$ cat src/fft_pkg.sv
package fft_pkg;

  typedef enum logic [1:0] {
    CMD_LOAD = 2'd0,
    CMD_READ = 2'd1,
    CMD_RUN  = 2'd2,
    CMD_NONE = 2'd3
  } cmd_t;

  typedef enum logic {
    KIND_DONE = 1'b0,
    KIND_BIN  = 1'b1
  } kind_t;

  typedef enum logic [2:0] {
    BF_HOLD,
    BF_M0,
    BF_M1,
    BF_M2,
    BF_M3,
    BF_M4,
    BF_RND
  } bfly_step_t;

  typedef enum logic [3:0] {
    ST_IDLE,
    ST_REV_RD,
    ST_REV_WA,
    ST_REV_WB,
    ST_BF_RD,
    ST_M0,
    ST_M1,
    ST_M2,
    ST_M3,
    ST_M4,
    ST_RND,
    ST_BF_WA,
    ST_BF_WB,
    ST_DONE
  } state_t;

  // 2*pi in q60
  localparam logic [63:0] TWO_PI_Q60 = 64'h6487ED5110B4611A;

  // (a*b) >> 60, low 64 bits
  function automatic logic [63:0] mul_q60(logic [63:0] a, logic [63:0] b);
    logic [127:0] p;
    p = {64'd0, a} * {64'd0, b};
    return p[123:60];
  endfunction

  // {sin, cos} in q60 of x in q60, taylor series of 14 terms
  function automatic logic [127:0] sin_cos_q60(logic [63:0] x);
    logic [63:0] x2;
    logic [63:0] ts;
    logic [63:0] tc;
    logic [63:0] sv;
    logic [63:0] cv;
    x2 = mul_q60(x, x);
    ts = x;
    tc = 64'd1 << 60;
    sv = x;
    cv = tc;
    for (int n = 1; n <= 13; n++) begin
      ts = mul_q60(ts, x2) / 64'((2 * n) * (2 * n + 1));
      tc = mul_q60(tc, x2) / 64'((2 * n - 1) * (2 * n));
      if (n % 2 == 1) begin
        sv = sv - ts;
        cv = cv - tc;
      end else begin
        sv = sv + ts;
        cv = cv + tc;
      end
    end
    return {sv, cv};
  endfunction

  function automatic logic [31:0] quantize(logic signed [63:0] v, int tbits);
    logic signed [63:0] r;
    logic signed [63:0] hi;
    logic signed [63:0] lo;
    r  = (v + (64'sd1 <<< (60 - tbits))) >>> (61 - tbits);
    hi = (64'sd1 <<< (tbits - 1)) - 64'sd1;
    lo = -(64'sd1 <<< (tbits - 1));
    if (r > hi) r = hi;
    if (r < lo) r = lo;
    return r[31:0];
  endfunction

  // elaboration-time twiddle: cos or -sin of 2*pi*k/2^log2p
  function automatic logic [31:0] twiddle(int k, int log2p, int tbits, bit want_cos);
    logic [63:0] step;
    logic [127:0] sc;
    logic signed [63:0] s;
    logic signed [63:0] c;
    int quarter;
    quarter = 1 << (log2p - 2);
    step = TWO_PI_Q60 >> log2p;
    if (k < quarter) begin
      sc = sin_cos_q60(step * 64'(k));
      s = sc[127:64];
      c = sc[63:0];
      return want_cos ? quantize(c, tbits) : quantize(-s, tbits);
    end
    sc = sin_cos_q60(step * 64'(k - quarter));
    s = sc[127:64];
    c = sc[63:0];
    return want_cos ? quantize(-s, tbits) : quantize(-c, tbits);
  endfunction

endpackage

$ cat src/fft_bfly.sv
module fft_bfly #(
  parameter int TWIDDLE_BITS = 18
) (
  input  logic                           clk,
  input  fft_pkg::bfly_step_t            step,
  input  logic [63:0]                    u_word,
  input  logic [63:0]                    v_word,
  input  logic signed [TWIDDLE_BITS-1:0] w_re,
  input  logic signed [TWIDDLE_BITS-1:0] w_im,
  output logic [63:0]                    sum_word,
  output logic [63:0]                    dif_word
);

  localparam int PW  = 32 + TWIDDLE_BITS;
  localparam int ACC = PW + 2;

  logic signed [31:0]              xr;
  logic signed [31:0]              xi;
  logic signed [31:0]              a_op;
  logic signed [TWIDDLE_BITS-1:0]  b_op;
  logic signed [PW-1:0]            prod_r;
  logic signed [ACC-1:0]           acc_re_r;
  logic signed [ACC-1:0]           acc_im_r;
  logic signed [ACC-1:0]           rnd_re;
  logic signed [ACC-1:0]           rnd_im;
  logic [31:0]                     pr_r;
  logic [31:0]                     pi_r;

  assign xr = v_word[63:32];
  assign xi = v_word[31:0];

  // one multiplier, four products per butterfly
  always_comb begin
    case (step)
      fft_pkg::BF_M1: begin
        a_op = xi;
        b_op = w_im;
      end
      fft_pkg::BF_M2: begin
        a_op = xr;
        b_op = w_im;
      end
      fft_pkg::BF_M3: begin
        a_op = xi;
        b_op = w_re;
      end
      default: begin
        a_op = xr;
        b_op = w_re;
      end
    endcase
  end

  assign rnd_re = (acc_re_r + (ACC'(1) <<< (TWIDDLE_BITS - 2))) >>> (TWIDDLE_BITS - 1);
  assign rnd_im = (acc_im_r + (ACC'(1) <<< (TWIDDLE_BITS - 2))) >>> (TWIDDLE_BITS - 1);

  always_ff @(posedge clk) begin
    case (step)
      fft_pkg::BF_M0: begin
        prod_r <= a_op * b_op;
      end
      fft_pkg::BF_M1: begin
        acc_re_r <= ACC'(prod_r);
        prod_r   <= a_op * b_op;
      end
      fft_pkg::BF_M2: begin
        acc_re_r <= acc_re_r - ACC'(prod_r);
        prod_r   <= a_op * b_op;
      end
      fft_pkg::BF_M3: begin
        acc_im_r <= ACC'(prod_r);
        prod_r   <= a_op * b_op;
      end
      fft_pkg::BF_M4: begin
        acc_im_r <= acc_im_r + ACC'(prod_r);
      end
      fft_pkg::BF_RND: begin
        pr_r <= rnd_re[31:0];
        pi_r <= rnd_im[31:0];
      end
      default: begin
      end
    endcase
  end

  assign sum_word = {u_word[63:32] + pr_r, u_word[31:0] + pi_r};
  assign dif_word = {u_word[63:32] - pr_r, u_word[31:0] - pi_r};

endmodule

$ cat config.mk
export PLATFORM = sky130hd
export DESIGN_NAME = fft_bfly
export DESIGN_NICKNAME = d
export VERILOG_FILES = /design/src/fft_pkg.sv /design/src/fft_bfly.sv
export SDC_FILE = /design/constraint.sdc
export NUM_CORES = 2
export LEC_CHECK = 0
export BUFFER_PORTS_ARGS = -buffer_cell sky130_fd_sc_hd__buf_2
export CORE_UTILIZATION = 43
export CTS_CLUSTER_DIAMETER = 150
export CTS_CLUSTER_SIZE = 12
export DETAILED_ROUTE_END_ITERATION = 8
export SLEW_MARGIN = 20
export SYNTH_ARGS = -nofsm -noshare
export SYNTH_HDL_FRONTEND = slang
export SYNTH_SLANG_ARGS = --single-unit
$ cat constraint.sdc
create_clock -name clk -period 33.2 [get_ports clk]
set_input_delay 9.96 -clock clk [delete_from_list [all_inputs] [get_ports clk]]
set_output_delay 9.96 -clock clk [all_outputs]
set_load 0.01 [all_outputs]
==> impl_metrics.ini <==
[detailed_routing]
drt_pass1_iterations = 5
post_drt_wl_per_cell_um = 18.14
drt_iter0_markers = 2022
vias = 31604
antenna_left = 0
drc = 0
routed_wl_mm = 108.6
vias_per_cell = 5.278

[critical_path]
cpPeakStageDelay_ns = 0.63
critPathTopFamily = compound AO/OA/AOI/OAI gates
start_kind = input pin
cp.arrival_ns = 13.29
crit_path_end_kind = output pin
critPathSlowestCell = a2111oi_2
crit_chain = buf_2 -> ha_1 -> a21o_1 -> a211oi_2 -> nor2_1 -> o21ai_0 -> nand2b_1 -> a2111oi_2 -> nor4_1 -> o2111ai_1 -> o21ai_0 -> a21oi_1 -> xnor2_1 -> buf_2
crit_end = dif_word[63]
cp_max_fo = 8
path_buf_inv = 2
r2r_slack_ns = 29.02
crit_type = in2out
r2r_start = prod_r[0]$_DFFE_PP_
r2r_end = acc_im_r[36]$_DFFE_PP_
cp.required_ns = 23.24
startpoint = u_word[40]
r2r_cells = 14
cp.depth = 14

[hold_path]
min_path_type = reg2reg

[clock_tree]
cts_buffer_depth = 3
cts_sinks = 211
clkTransAtPathRegs_ns = 0.06
ctsHoldBuffers = 0
cts_resized = 0
cts_tree = built
post-cts-setup-buffers = 0
htreeDepth = 1
cts_root_buffer = clkbuf_16
numCtsBuffers = 21
clkLatencyLatePin_ns = 0.52

[yosys]
synth.ff_latch_count = 211
syn_nets = 5666
syn_area_per_cell_um2 = 8.608
synth_ff_type = edfxtp_1
ys_types = 83
async_flop_share_pct = 0
yosysWarnings = 0
synth_edf_count = 211
synth_cells = 4604
syn_area_um2 = 39630
seq_area_frac_synth_pct = 15.99

[floorplan]
ios = 296
die-area_um2 = 93390
die_h_um = 305.6
die_w_um = 305.6
core_um2 = 90700
start_util_pct = 43.70
row_count = 110

[cells_and_area]
final_cell_mix = inv_1, nand2_1, fa_1, nor2_1, ha_1
final_common_cell = inv_1
finalInstanceArea_um2 = 42940
syn_to_final_growth_pct = 8.344
final_nets = 5875
drive_gt1_share_pct = 9.123
num_antenna_cells = 0
nFillCells = 8939

[global_routing]
grt_remaining_overflow = 0
grt_max_degree = 106
grt_antenna_before_repair = 0
grt_pass1_wl_mm = 172.9
first_global_vias = 31723
grt_usage_pct = 23.44

[sta]
setup_viol = 0
finalClockSkew_ns = 0.01728
slew_violations = 0
post-route-period-util_pct = 70.04
hold_viol_final = 0
max_freq_mhz = 43.01
min_period_ns = 23.25
tightest_slew_ns = 1.156
finalSetupTns_ns = 0
slew_headroom_pct = 20.73
rsz0062_at_grt = false

[outcome]
status = completed

[place]
gp_congestion = 0.9158
numPortBuffers = 295
place_hpwl_mm = 88.80
place_area_um2 = 42400

[run]
maxCapViolations = 0
-- synthesized netlist by cell type, drive strengths merged (8+ instances only) --
master / instances / share of area [%]
a211oi: 19 / 0.39
a21boi: 12 / 0.23
a21o: 102 / 1.9
a21oi: 229 / 2.9
a31oi: 22 / 0.35
and2: 14 / 0.22
and3: 39 / 0.62
buf: 13 / 0.15
clkbuf: 140 / 1.3
edfxtp: 211 / 16
fa: 553 / 28
ha: 341 / 11
inv: 831 / 7.9
mux2: 31 / 0.88
mux2i: 52 / 1.3
nand2: 605 / 5.7
nand2b: 35 / 0.55
nand3: 69 / 0.87
nand4: 33 / 0.52
nor2: 430 / 4.1
nor2b: 37 / 0.58
nor3: 41 / 0.52
nor4: 11 / 0.17
o211ai: 13 / 0.25
o21a: 22 / 0.42
o21ai: 183 / 2.3
o21bai: 48 / 0.91
o311ai: 8 / 0.18
o31ai: 21 / 0.40
or2: 11 / 0.17
or3: 12 / 0.19
xnor2: 210 / 4.6
xor2: 90 / 2.0
-- worst min-delay path: stages, from the launching register on --
cell	delay [ns]
edfxtp_1	0.40
nand2_1	0.06
o31ai_1	0.06
-- state kept, by name, summed over array words and instances (netlist names) --
name	cells
acc_im_r	49
pi_r	32
acc_re_r	49
prod_r	49
pr_r	32
-- how the worst min path moves through the flow --
| stage | startpoint | to | slack [ns] | cells after the start |
|---|---|---|---|---|
| after floorplan | prod_r[37]$_DFFE_PP_ | acc_im_r[37]$_DFFE_PP_ | 0.55 | 2 |
| after global placement | acc_im_r[0]$_DFFE_PP_ | acc_im_r[0]$_DFFE_PP_ | 0.61 | 3 |
| after detailed placement | acc_im_r[0]$_DFFE_PP_ | acc_im_r[0]$_DFFE_PP_ | 0.62 | 3 |
| after CTS | acc_im_r[0]$_DFFE_PP_ | acc_im_r[0]$_DFFE_PP_ | 0.63 | 3 |
| after global routing | acc_re_r[44]$_DFFE_PN_ | pr_r[27]$_DFFE_PN_ | 0.66 | 1 |
| final | prod_r[6]$_DFFE_PP_ | acc_im_r[6]$_DFFE_PP_ | 0.62 | 2 |
-- cells by family after synthesis --
logic type,Yosys count,synth area share [%]
AND/OR/NAND/NOR,1366,14.85
buffers and inverters,988,9.389
adder cells (fa/ha/maj),894,38.70
AO/OA/AOI/OAI,762,12.25
XOR/XNOR,300,6.630
flip-flops,211,15.99
multiplexers,83,2.194
-- layer usage --
layer | routed length, µm | global-route usage [%] | share of wire (%)
met4 | 3088 | 6.404 | 2.8
met2 | 49090 | 38.63 | 45
met1 | 48780 | 31.68 | 45
met5 | 0 | 0 | 0
met3 | 7632 | 4.028 | 7.0
-- final cells by class --
| cell class | count | area [µm²] | area share (%) |
|---|---|---|---|
| tap | 1176 | 1471 | 3.427 |
| multi-input combinational | 3405 | 29660 | 69.07 |
| inverter | 835 | 3134 | 7.299 |
| clock buffer | 21 | 525.5 | 1.224 |
| clock inverter | 1 | 7.507 | 0.01748 |
| sequential | 211 | 6336 | 14.76 |
| timing repair buffer | 339 | 1807 | 4.208 |
-- through the flow --
stage               hold WS [ns]  instances  utilization [%]  worst slack (ns)
floorplan                 0.5523       4604                -             10.68
global placement          0.6107       5966            46.74             10.01
detailed placement        0.6193       5966            46.74             9.997
CTS                       0.6282       5988            47.33             9.989
global route              0.6598       5988            47.34             9.685
finish                    0.6212       5988            47.34             9.948
Power is left out: the tool's default activity adds up to more than one toggle a clock period on the data nets, which glitch-free logic cannot reach.
